==> src/design/adccs_pkg.sv <==
`default_nettype none

package adccs_pkg;

    // Number of quotient bits produced by the shared divider, one per cycle.
    localparam int unsigned DIV_STEPS = 16;

    // Input word kinds.
    localparam logic KIND_TRIGGER = 1'b0;
    localparam logic KIND_RESULT  = 1'b1;

    // Configuration register indexes.
    localparam logic [2:0] CFG_SCAN_ENABLED = 3'd0;
    localparam logic [2:0] CFG_VREF_SOURCE  = 3'd1;
    localparam logic [2:0] CFG_CHAN0_SOURCE = 3'd2;
    localparam logic [2:0] CFG_CHAN1_SOURCE = 3'd3;
    localparam logic [2:0] CFG_CHAN2_SOURCE = 3'd4;
    localparam logic [2:0] CFG_CHAN3_SOURCE = 3'd5;
    localparam logic [2:0] CFG_REFERENCE_MV = 3'd6;

    // Reset values of the configuration registers.
    localparam logic [15:0] REFERENCE_MV_RESET = 16'd1200;
    localparam logic [7:0]  CHAN0_RESET        = 8'd1;
    localparam logic [7:0]  CHAN1_RESET        = 8'd2;
    localparam logic [7:0]  CHAN2_RESET        = 8'd3;
    localparam logic [7:0]  CHAN3_RESET        = 8'd4;

    typedef struct packed {
        logic        kind;
        logic [7:0]  result_source;
        logic [15:0] result_reading;
    } in_item_t;

    typedef struct packed {
        logic        handled;
        logic        request_valid;
        logic [7:0]  request_source;
        logic        stored_valid;
        logic [1:0]  stored_channel;
        logic [15:0] stored_mv;
        logic        scan_done;
        logic        scan_busy;
        logic        last;
    } out_item_t;

    // Request to the shared divider.
    typedef struct packed {
        logic        start;
        logic [31:0] dividend;
        logic [15:0] divisor;
    } div_req_t;

    // Response from the shared divider; the quotient is saturated to 16 bits.
    typedef struct packed {
        logic        done;
        logic [15:0] quotient;
    } div_rsp_t;

    typedef enum logic [2:0] {
        ST_IDLE,
        ST_MUL,
        ST_DIVGO,
        ST_DIVWAIT,
        ST_OUT0,
        ST_OUT1
    } seq_state_t;

endpackage

`default_nettype wire

==> src/design/adccs_div.sv <==
`default_nettype none

module adccs_div (
    input  wire logic              aclk,
    input  wire logic              aresetn,
    input  wire adccs_pkg::div_req_t req,
    output adccs_pkg::div_rsp_t      rsp
);
    import adccs_pkg::*;

    logic [4:0]  cnt_reg, cnt_next;
    logic        done_reg, done_next;
    logic [15:0] rem_reg, rem_next;
    logic [15:0] quo_reg, quo_next;
    logic [15:0] dvs_reg, dvs_next;

    logic [16:0] rem_sh;
    logic [16:0] diff;
    logic        ge;

    // One restoring step: shift in the next dividend bit and try a subtract.
    assign rem_sh = {rem_reg, quo_reg[15]};
    assign diff   = rem_sh - {1'b0, dvs_reg};
    assign ge     = (rem_sh >= {1'b0, dvs_reg});

    always_comb begin
        cnt_next  = cnt_reg;
        done_next = 1'b0;
        rem_next  = rem_reg;
        quo_next  = quo_reg;
        dvs_next  = dvs_reg;
        if (req.start) begin
            dvs_next = req.divisor;
            // A quotient of 17 bits or more saturates at once.
            if (req.dividend[31:16] >= req.divisor) begin
                quo_next  = 16'hFFFF;
                cnt_next  = 5'd0;
                done_next = 1'b1;
            end else begin
                rem_next = req.dividend[31:16];
                quo_next = req.dividend[15:0];
                cnt_next = 5'(DIV_STEPS);
            end
        end else if (cnt_reg != 5'd0) begin
            rem_next = ge ? diff[15:0] : rem_sh[15:0];
            quo_next = {quo_reg[14:0], ge};
            cnt_next = cnt_reg - 5'd1;
            if (cnt_reg == 5'd1) begin
                done_next = 1'b1;
            end
        end
    end

    always_ff @(posedge aclk) begin
        if (!aresetn) begin
            cnt_reg  <= 5'd0;
            done_reg <= 1'b0;
        end else begin
            cnt_reg  <= cnt_next;
            done_reg <= done_next;
        end
        rem_reg <= rem_next;
        quo_reg <= quo_next;
        dvs_reg <= dvs_next;
    end

    assign rsp.done     = done_reg;
    assign rsp.quotient = quo_reg;

endmodule

`default_nettype wire

==> src/design/adc_channel_scan_vref_scaling_top.sv <==
`default_nettype none

// ADC scan sequencer with ratiometric reference correction.
// Input channel (s_valid/s_ready/s_data) carries trigger words and ADC
// conversion results; the result channel (m_valid/m_ready/m_data) gives one
// or two words per input word, the final one marked by last. The cfg port
// writes the configuration registers and is always ready; write it only
// while no input word is in progress.
// A trigger, reference result or unmatched result is accepted and its
// first word is offered in the next cycle. A matching channel result
// passes through the multiplier state, a state that starts the divider and
// a wait on the shared radix-2 divider until it signals done, after its 16
// steps or without stepping when the quotient saturates. Without a stored
// reference count the raw reading is used and the divider is skipped, so
// the first word follows straight after the multiplier state.
// The block takes one input word at a time and s_ready is low until the
// last output word has been taken; a stalled receiver holds m_data steady.
// Reset clears the scan state, the reference count and the configuration
// registers to their defaults.
module adc_channel_scan_vref_scaling_top #(
    parameter int NUM_CHANNELS = 4
) (
    input  wire logic                 aclk,
    input  wire logic                 aresetn,
    input  wire logic                 s_valid,
    output logic                      s_ready,
    input  wire adccs_pkg::in_item_t  s_data,
    output logic                      m_valid,
    input  wire logic                 m_ready,
    output adccs_pkg::out_item_t      m_data,
    input  wire logic                 cfg_valid,
    output logic                      cfg_ready,
    input  wire logic [2:0]           cfg_index,
    input  wire logic [15:0]          cfg_data
);
    import adccs_pkg::*;

    localparam logic [2:0] NCH = 3'(NUM_CHANNELS);

    seq_state_t  state_reg, state_next;

    logic        en_reg, en_next;
    logic [7:0]  vref_code_reg, vref_code_next;
    logic [7:0]  chan_code_reg [4];
    logic [7:0]  chan_code_next [4];
    logic [15:0] ref_mv_reg, ref_mv_next;

    logic [2:0]  scan_index_reg, scan_index_next;
    logic        busy_reg, busy_next;
    logic [15:0] vref_reg, vref_next;

    in_item_t    item_reg, item_next;
    logic [31:0] prod_reg, prod_next;
    out_item_t   res0_reg, res0_next;
    out_item_t   res1_reg, res1_next;
    logic        two_reg, two_next;

    div_req_t    div_req;
    div_rsp_t    div_rsp;

    logic        accept;
    logic        trig_start;
    logic        is_vref;
    logic        chan_hit;
    logic        finish;
    logic [15:0] mv;
    logic [2:0]  idx_inc;
    logic [1:0]  code_addr;
    logic [7:0]  code_rd;

    adccs_div u_div (
        .aclk    (aclk),
        .aresetn (aresetn),
        .req     (div_req),
        .rsp     (div_rsp)
    );

    assign cfg_ready = 1'b1;
    assign accept    = s_valid && s_ready;
    assign idx_inc   = scan_index_reg + 3'd1;

    // One read port on the channel code table: the current slot while idle,
    // the following slot while a channel result finishes.
    assign code_addr = (state_reg == ST_IDLE) ? scan_index_reg[1:0] : idx_inc[1:0];
    assign code_rd   = chan_code_reg[code_addr];

    // Classify the incoming word.
    assign trig_start = (s_data.kind == KIND_TRIGGER) && en_reg && !busy_reg;
    assign is_vref    = (s_data.kind == KIND_RESULT) &&
                        (s_data.result_source == vref_code_reg);
    assign chan_hit   = (s_data.kind == KIND_RESULT) && !is_vref &&
                        (scan_index_reg < NCH) && (s_data.result_source == code_rd);

    // A channel result is finished when its raw or scaled value is known.
    assign finish = ((state_reg == ST_MUL) && (vref_reg == 16'd0)) ||
                    ((state_reg == ST_DIVWAIT) && div_rsp.done);
    assign mv     = (state_reg == ST_MUL) ? item_reg.result_reading : div_rsp.quotient;

    // Next state.
    always_comb begin
        state_next = state_reg;
        case (state_reg)
            ST_IDLE: begin
                if (s_valid) begin
                    state_next = chan_hit ? ST_MUL : ST_OUT0;
                end
            end
            ST_MUL: begin
                state_next = (vref_reg == 16'd0) ? ST_OUT0 : ST_DIVGO;
            end
            ST_DIVGO: begin
                state_next = ST_DIVWAIT;
            end
            ST_DIVWAIT: begin
                if (div_rsp.done) begin
                    state_next = ST_OUT0;
                end
            end
            ST_OUT0: begin
                if (m_ready) begin
                    state_next = two_reg ? ST_OUT1 : ST_IDLE;
                end
            end
            ST_OUT1: begin
                if (m_ready) begin
                    state_next = ST_IDLE;
                end
            end
            default: begin
                state_next = ST_IDLE;
            end
        endcase
    end

    // Handshake and divider control outputs.
    always_comb begin
        s_ready          = 1'b0;
        m_valid          = 1'b0;
        m_data           = res0_reg;
        div_req.start    = 1'b0;
        div_req.dividend = prod_reg;
        div_req.divisor  = vref_reg;
        case (state_reg)
            ST_IDLE: begin
                s_ready = 1'b1;
            end
            ST_DIVGO: begin
                div_req.start = 1'b1;
            end
            ST_OUT0: begin
                m_valid = 1'b1;
            end
            ST_OUT1: begin
                m_valid = 1'b1;
                m_data  = res1_reg;
            end
            default: begin
                s_ready = 1'b0;
            end
        endcase
    end

    // Datapath and scan state.
    always_comb begin
        en_next         = en_reg;
        vref_code_next  = vref_code_reg;
        chan_code_next  = chan_code_reg;
        ref_mv_next     = ref_mv_reg;
        scan_index_next = scan_index_reg;
        busy_next       = busy_reg;
        vref_next       = vref_reg;
        item_next       = item_reg;
        prod_next       = prod_reg;
        res0_next       = res0_reg;
        res1_next       = res1_reg;
        two_next        = two_reg;

        // Configuration writes; an index beyond the list is ignored.
        if (cfg_valid) begin
            case (cfg_index)
                CFG_SCAN_ENABLED: en_next           = cfg_data[0];
                CFG_VREF_SOURCE:  vref_code_next    = cfg_data[7:0];
                CFG_CHAN0_SOURCE: chan_code_next[0] = cfg_data[7:0];
                CFG_CHAN1_SOURCE: chan_code_next[1] = cfg_data[7:0];
                CFG_CHAN2_SOURCE: chan_code_next[2] = cfg_data[7:0];
                CFG_CHAN3_SOURCE: chan_code_next[3] = cfg_data[7:0];
                CFG_REFERENCE_MV: ref_mv_next       = cfg_data;
                default: begin
                end
            endcase
        end

        // Accepted words; all but a matching channel result are answered straight away.
        if (accept) begin
            item_next = s_data;
            res0_next = '0;
            res1_next = '0;
            two_next  = 1'b0;
            res0_next.handled   = 1'b1;
            res0_next.scan_busy = busy_reg;
            res0_next.last      = 1'b1;
            if (s_data.kind == KIND_TRIGGER) begin
                if (trig_start) begin
                    busy_next                = 1'b1;
                    scan_index_next          = 3'd0;
                    two_next                 = 1'b1;
                    res0_next.request_valid  = 1'b1;
                    res0_next.request_source = vref_code_reg;
                    res0_next.scan_busy      = 1'b1;
                    res0_next.last           = 1'b0;
                    res1_next.handled        = 1'b1;
                    res1_next.request_valid  = 1'b1;
                    res1_next.request_source = chan_code_reg[0];
                    res1_next.scan_busy      = 1'b1;
                    res1_next.last           = 1'b1;
                end
            end else if (is_vref) begin
                vref_next = s_data.result_reading;
            end else if (!chan_hit) begin
                res0_next.handled = 1'b0;
            end
        end

        // Ratiometric product, registered before the divider.
        if (state_reg == ST_MUL) begin
            prod_next = 32'(item_reg.result_reading) * 32'(ref_mv_reg);
        end

        // Store the scaled or raw value and move on to the next slot.
        if (finish) begin
            scan_index_next        = idx_inc;
            res0_next              = '0;
            res1_next              = '0;
            res0_next.handled      = 1'b1;
            res0_next.stored_valid = 1'b1;
            res0_next.stored_channel = scan_index_reg[1:0];
            res0_next.stored_mv    = mv;
            if (idx_inc >= NCH) begin
                busy_next           = 1'b0;
                two_next            = 1'b0;
                res0_next.scan_done = 1'b1;
                res0_next.scan_busy = 1'b0;
                res0_next.last      = 1'b1;
            end else begin
                two_next                 = 1'b1;
                res0_next.request_valid  = 1'b1;
                res0_next.request_source = vref_code_reg;
                res0_next.scan_busy      = busy_reg;
                res1_next.handled        = 1'b1;
                res1_next.request_valid  = 1'b1;
                res1_next.request_source = code_rd;
                res1_next.scan_busy      = busy_reg;
                res1_next.last           = 1'b1;
            end
        end
    end

    always_ff @(posedge aclk) begin
        if (!aresetn) begin
            state_reg        <= ST_IDLE;
            en_reg           <= 1'b0;
            vref_code_reg    <= 8'd0;
            chan_code_reg[0] <= CHAN0_RESET;
            chan_code_reg[1] <= CHAN1_RESET;
            chan_code_reg[2] <= CHAN2_RESET;
            chan_code_reg[3] <= CHAN3_RESET;
            ref_mv_reg       <= REFERENCE_MV_RESET;
            scan_index_reg   <= 3'd0;
            busy_reg         <= 1'b0;
            vref_reg         <= 16'd0;
            two_reg          <= 1'b0;
        end else begin
            state_reg      <= state_next;
            en_reg         <= en_next;
            vref_code_reg  <= vref_code_next;
            chan_code_reg  <= chan_code_next;
            ref_mv_reg     <= ref_mv_next;
            scan_index_reg <= scan_index_next;
            busy_reg       <= busy_next;
            vref_reg       <= vref_next;
            two_reg        <= two_next;
        end
        item_reg <= item_next;
        prod_reg <= prod_next;
        res0_reg <= res0_next;
        res1_reg <= res1_next;
    end

endmodule

`default_nettype wire

==> config.mk <==
export PLATFORM = sky130hd
export DESIGN_NAME = adc_channel_scan_vref_scaling_top
export DESIGN_NICKNAME = d
export VERILOG_FILES = /design/src/design/adccs_pkg.sv /design/src/design/adccs_div.sv /design/src/design/adc_channel_scan_vref_scaling_top.sv
export SDC_FILE = /design/constraint.sdc
export NUM_CORES = 1
export LEC_CHECK = 0
export ABC_AREA = 1
export BUFFER_PORTS_ARGS = -buffer_cell sky130_fd_sc_hd__buf_2
export CAP_MARGIN = 5
export CORE_MARGIN = 5
export CORE_UTILIZATION = 60
export CTS_CLUSTER_SIZE = 12
export DETAILED_ROUTE_END_ITERATION = 8
export GPL_TIMING_DRIVEN = 1
export PLACE_DENSITY = 0.78
export RECOVER_POWER = 50
export SLEW_MARGIN = 20
export SYNTH_ARGS = -nofsm -noshare
export SYNTH_HDL_FRONTEND = slang
export SYNTH_SLANG_ARGS = --single-unit
==> constraint.sdc <==
create_clock -name aclk -period 6.6 [get_ports aclk]
set_clock_uncertainty 0.2 [all_clocks]
set_input_delay 1.65 -clock aclk [delete_from_list [all_inputs] [get_ports aclk]]
set_output_delay 1.65 -clock aclk [all_outputs]
set_load 0.01 [all_outputs]
==> results of run 1 <==
## through the flow
| stage | area, µm² | hold WS, ns |
|---|---|---|
| 2_1_floorplan | 19300 | 0.227 |
| 4_1_cts | 20900 | 0.265 |
| 5_1_grt | 20900 | 0.279 |
| 3_3_place_gp | 20000 | 0.247 |
| 3_5_place_dp | 20000 | 0.257 |
| 6_report | 20900 | 0.265 |
## worst paths after layout
check                                              startpoint                            end  slack [ns]  cells past startpoint
worst max-delay path                    item_reg[9]$_DFFE_PP_         prod_reg[29]$_DFFE_PP_        0.27                     19
worst min-delay path            chan_code_reg[4]$_SDFFE_PN0P_  chan_code_reg[4]$_SDFFE_PN0P_        0.26                      2
worst max register to register          item_reg[9]$_DFFE_PP_         prod_reg[29]$_DFFE_PP_        0.27                     19
worst min register to register  chan_code_reg[4]$_SDFFE_PN0P_  chan_code_reg[4]$_SDFFE_PN0P_        0.26                      2
## critical path, stage by stage, from the launching register on
cell and delay [ns]:
edfxtp_1 0.78, nand2_1 0.18, fa_1 0.58, inv_1 0.06
fa_1 0.50, fa_1 0.69, fa_1 0.47, fa_1 0.49
inv_1 0.04, fa_1 0.47, inv_1 0.04, ha_1 0.35
a21oi_1 0.15, inv_1 0.07, a21oi_1 0.19, o211ai_1 0.13
a21oi_1 0.22, o21ai_0 0.16, a21oi_1 0.20, xor2_1 0.09
## logic make-up (layout without fill, tap and decap cells)
| family | Yosys count | count (layout) |
|---|---|---|
| other | 1 | 1 |
| adders and majority gates | 335 | 335 |
| AOI/OAI and AO/OA | 288 | 288 |
| DFF | 225 | 225 |
| and+or+nand+nor | 825 | 825 |
| xor gates and xnor gates | 48 | 48 |
| buffers and inverters | 618 | 678 |
## synth_stat cells, drive strengths merged (3+ instances only)
cell and number:
nand2 564, inv 509, fa 195, ha 140, nor2 139, edfxtp 136
o21ai 130, a21oi 109, clkbuf 93, dfxtp 89, nand3 71, xnor2 25
xor2 23, nor4 21, o22a 15, nor3 14, buf 13, nand4 12
o21bai 6, o211ai 5, a211oi 4, a21boi 4, a21o 3, a31oi 3
clkinv 3, nand3b 3
## metal layers
layer	vias up	part of all wire (%)	global-route usage (%)	routed length [µm]
li1	7309	-	-	-
met5	-	0.11	0	54
met4	4	3.4	9.18	1660
met3	125	8.3	3.72	4060
met1	7321	41	37.9	20100
met2	748	47	44.8	22900
## report_power, final
group          internal [mW]  switching, mW  total (mW)  leakage [nW]
logic                   1.37           2.21        3.58          8.15
registers               1.87          0.125        1.99          2.06
clock network          0.846          0.568        1.41         0.407
## layout make-up
cell class                      instances  share of cell area (%)
Inverter                              512                    9.21
Tap cell                              402                    2.41
Sequential cell                       225                    28.1
Clock buffer                           40                    3.72
Multi-Input combinational cell       1497                    53.1
Clock inverter                          6                   0.288
Timing Repair Buffer                  120                    3.17
==> metrics.csv, run 1 <==
metric;value;unit
wirelength;48800;µm
dpl.hpwl;38400;µm
vias;15500;
start_util;61.1;%
synth_edf_count;136;
final_util;65.9;%
pre_cts_slack;0.288;ns
drt.antenna.violating_nets;0;
violations;max-capacitance violations, max-slew violations;
start_kind;flip-flop;
final_max_slew_viol_count;194;
run_status;finished with violations;
synth_xor_area_share;2.18;%
drc;0;
area_growth;7.94;%
rsz0062_at_grt;no;
grt-ovfl-total;0;
num_io_pins;84;
clockBufferDepth;3;
grt_pass1_wl;80000;µm
insertion_delay;0.52;ns
synth_compound_area_share;8.32;%
setup_tns;0;ns
synth_seq_area_share;30.4;%
layout-drive-gt1-share;6.38;%
total_power;6.99;mW
cts_resized;0;
grt_max_degree;76;
dp_cells;2751;
clk_pin_slew_worst_paths;0.06;ns
hold_class;reg2reg;
yosys.area_share.simple;17.6;%
final_cell_mix;nand2_1, inv_1, fa_1;
diodes;0;
crit_type;reg2reg;
crit_required;6.66;ns
final_hold_viol_count;0;
regArea;5870;µm²
place.gp.congestion;0.925;
worst_slew_pin_slew;3.05;ns
synthCells;2340;
wire_per_inst;17.4;µm
worstPathArrival;6.39;ns
fillers;2619;
ir_drop;0.241;mV
synth_fa_ha_area_share;29.3;%
synth_top_area_cell;edfxtp_1;
ys_seq_elements;225;
max_freq;158;MHz
vias_per_cell;5.53;
cts_root_buf;clkbuf_16;
drtPass1Iterations;5;
grt_pass1_vias;15700;
track_usage;27.4;%
cts_hold_buf;0;
synth_area_per_cell;8.26;µm²
synth_area;19300;µm²
layout_commonest_cell;nand2_1;
post_synth_mux_area_share;0;%
cts_htree_levels;1;
die_h;189;µm
io_buffers;82;
synth_top_family_by_area;adder cells;
antenna_found_initial;2;
worst-path-max-fanout;17;
synth_cell_types;50;
setup_viol;0;
synthTopCellsByArea;edfxtp_1, fa_1, nand2_1, inv_1, dfxtp_1;
setup_ws;0.274;ns
cts_tree;built;
end_kind;flip-flop;
cts.sinks;225;
synthArstFlopShare;0;%
drt_iter0_drc;1349;
cts_buffers;25;
max-cap-violations;3;
synth_warnings;0;
finalNetCount;2765;
synth_flop_cell;edfxtp_1;
die-area;35900;µm²
cts_setup_buffers;0;
power.density;335;nW/µm²
core-area;31600;µm²
fin_cells;2802;
fin_crit;6.33;ns
num_rows;65;
post-route-period-util;95.8;%
power_leakage;10.6;nW
syn_nets;2724;
synth_top_cell_area_share;21.1;%
multi_input_area;11100;µm²
slew_headroom;-103;%
fp.dieW;189;µm
Note: power is estimated with default switching activity, not from simulation.
==> inputs of run 2 (changes only) <==
--- a/config.mk
+++ b/config.mk
@@ -6,14 +6,14 @@
 export NUM_CORES = 1
 export LEC_CHECK = 0
 export ABC_AREA = 1
-export BUFFER_PORTS_ARGS = -buffer_cell sky130_fd_sc_hd__buf_2
 export CAP_MARGIN = 5
 export CORE_MARGIN = 5
 export CORE_UTILIZATION = 60
 export CTS_CLUSTER_SIZE = 12
 export DETAILED_ROUTE_END_ITERATION = 8
+export DONT_BUFFER_PORTS = 1
 export GPL_TIMING_DRIVEN = 1
-export PLACE_DENSITY = 0.78
+export PLACE_DENSITY = 0.76
 export RECOVER_POWER = 50
 export SLEW_MARGIN = 20
 export SYNTH_ARGS = -nofsm -noshare
==> metrics.csv, run 2 (synthesis results as in run 1) <==
metric;value;unit
run_status;finished with violations;
violations;max-capacitance violations, max-slew violations;
total_power;6.84;mW
clk_pin_slew_worst_paths;0.06;ns
clockBufferDepth;3;
drt_iter0_drc;1536;
num_io_pins;84;
post-route-period-util;94.2;%
crit_type;reg2reg;
crit_chain;nand2_1, inv_1, fa_1, inv_1, fa_1, inv_1, fa_1, fa_1, fa_1, inv_1, fa_1, inv_1, ha_1, a21oi_1, inv_1, nor2_1, a21boi_0, o21bai_1, a21oi_1, xnor2_1;
area_growth;6.25;%
power.density;333;nW/µm²
start_util;61.1;%
holdPathStages;2;
grt_pass1_vias;14800;
core-area;31600;µm²
die_h;189;µm
end_kind;flip-flop;
insertion_delay;0.53;ns
cts_tree;built;
final_hold_viol_count;0;
drt.antenna.violating_nets;0;
hold_class;reg2reg;
max_freq;161;MHz
layout-drive-gt1-share;4.59;%
cts_htree_levels;1;
antenna_found_initial;0;
drtPass1Iterations;6;
final_max_slew_viol_count;146;
dpl.hpwl;37700;µm
rr_worst_depth;20;
finalNetCount;2696;
drc;0;
vias;15200;
slowest_delay;0.66;ns
layout_commonest_cell;nand2_1;
fp.dieW;189;µm
worstPathArrival;6.28;ns
crit_required;6.66;ns
cts_root_buf;clkbuf_16;
wirelength;48300;µm
cts_buffers;25;
slew_headroom;-92.2;%
setup_tns;0;ns
die-area;35900;µm²
final_cell_mix;nand2_1, inv_1, fa_1;
grt_pass1_wl;78400;µm
cts.sinks;225;
setup_viol;0;
io_buffers;0;
worst-path-max-fanout;15;
wire_per_inst;17.7;µm
crit_slowest_cell;edfxtp_1;
grt-ovfl-total;0;
place.gp.congestion;0.940;
grt_max_degree;76;
track_usage;27.1;%
fin_crit;6.22;ns
rsz0062_at_grt;no;
fillers;2603;
ir_drop;0.278;mV
max-cap-violations;4;
power_leakage;10.4;nW
start_kind;flip-flop;
num_rows;65;
diodes;0;
vias_per_cell;5.57;
worst_slew_pin_slew;2.88;ns
run 2: cell count changes in the layout (fill, tap and decap cells not counted), moves of 3 or more:
cell       change
dfxtp_2        +4
buf_12         +3
clkbuf_16      -3
buf_2         -63
buf_4         +10
clkbuf_1      -19
dfxtp_1        -4
clkinv_2       +5
run 2: final cells by class:
type                       instances  area, µm²  area share, %
timing repair buffer              51        418           2.04
multi-input combinational       1497      11100           53.9
clock inverter                     9       53.8          0.262
clock buffer                      37        691           3.36
tap                              402        503           2.45
inverter                         512       1920           9.36
sequential                       225       5870           28.6
run 2: final timing paths:
kind,startpoint,end,slack (ns)
worst min register to register,chan_code_reg[20]$_SDFFE_PN0P_,chan_code_reg[20]$_SDFFE_PN0P_,0.26
worst min-delay path,chan_code_reg[20]$_SDFFE_PN0P_,chan_code_reg[20]$_SDFFE_PN0P_,0.26
worst max register to register,item_reg[4]$_DFFE_PP_,prod_reg[24]$_DFFE_PP_,0.38
worst max-delay path,item_reg[4]$_DFFE_PP_,prod_reg[24]$_DFFE_PP_,0.38
run 2: power breakdown:
part | leakage, nW | internal (mW) | total (mW) | switching, mW
Sequential | 2.06 | 1.87 | 1.99 | 0.119
Clock | 0.370 | 0.728 | 1.30 | 0.575
Combinational | 7.95 | 1.36 | 3.55 | 2.19
Total | 10.4 | 3.96 | 6.84 | 2.88
run 2: metal layers:
metal / global-route usage, % / part of all wire, %
met5: 0 / 0
met4: 8.74 / 3.2
met3: 3.76 / 9.1
met2: 41.6 / 45
met1: 40.0 / 42
run 2: critical path, delay by kind of cell, from the launching register on:
| kind | cells | cell delay (ns) |
|---|---|---|
| fa+ha+maj | 7 | 3.37 |
| compound gates | 4 | 1.00 |
| flops | 1 | 0.66 |
| buf+inv | 6 | 0.34 |
| simple gates | 2 | 0.25 |
| xor+xnor | 1 | 0.11 |
run 2: stage by stage:
step | hold slack, ns | utilization (%) | instance area [µm²] | cells | setup slack (ns)
floorplan | 0.227 | - | 19300 | 2340 | 0.520
global placement | 0.243 | 62.1 | 19600 | 2669 | 0.316
detailed placement | 0.250 | 62.1 | 19600 | 2669 | 0.147
CTS | 0.259 | 64.4 | 20400 | 2715 | 0.135
global route | 0.274 | 64.9 | 20500 | 2733 | 0.0100
finish | 0.258 | 64.9 | 20500 | 2733 | 0.384
run 2: what timing repair did:
| item | in CTS | in global routing |
|---|---|---|
| setup endpoints to repair | 0 | 6 |
| gates resized for setup | 0 | 5 |
| setup buffers | 0 | 18 |
| hold buffers | 0 | 0 |
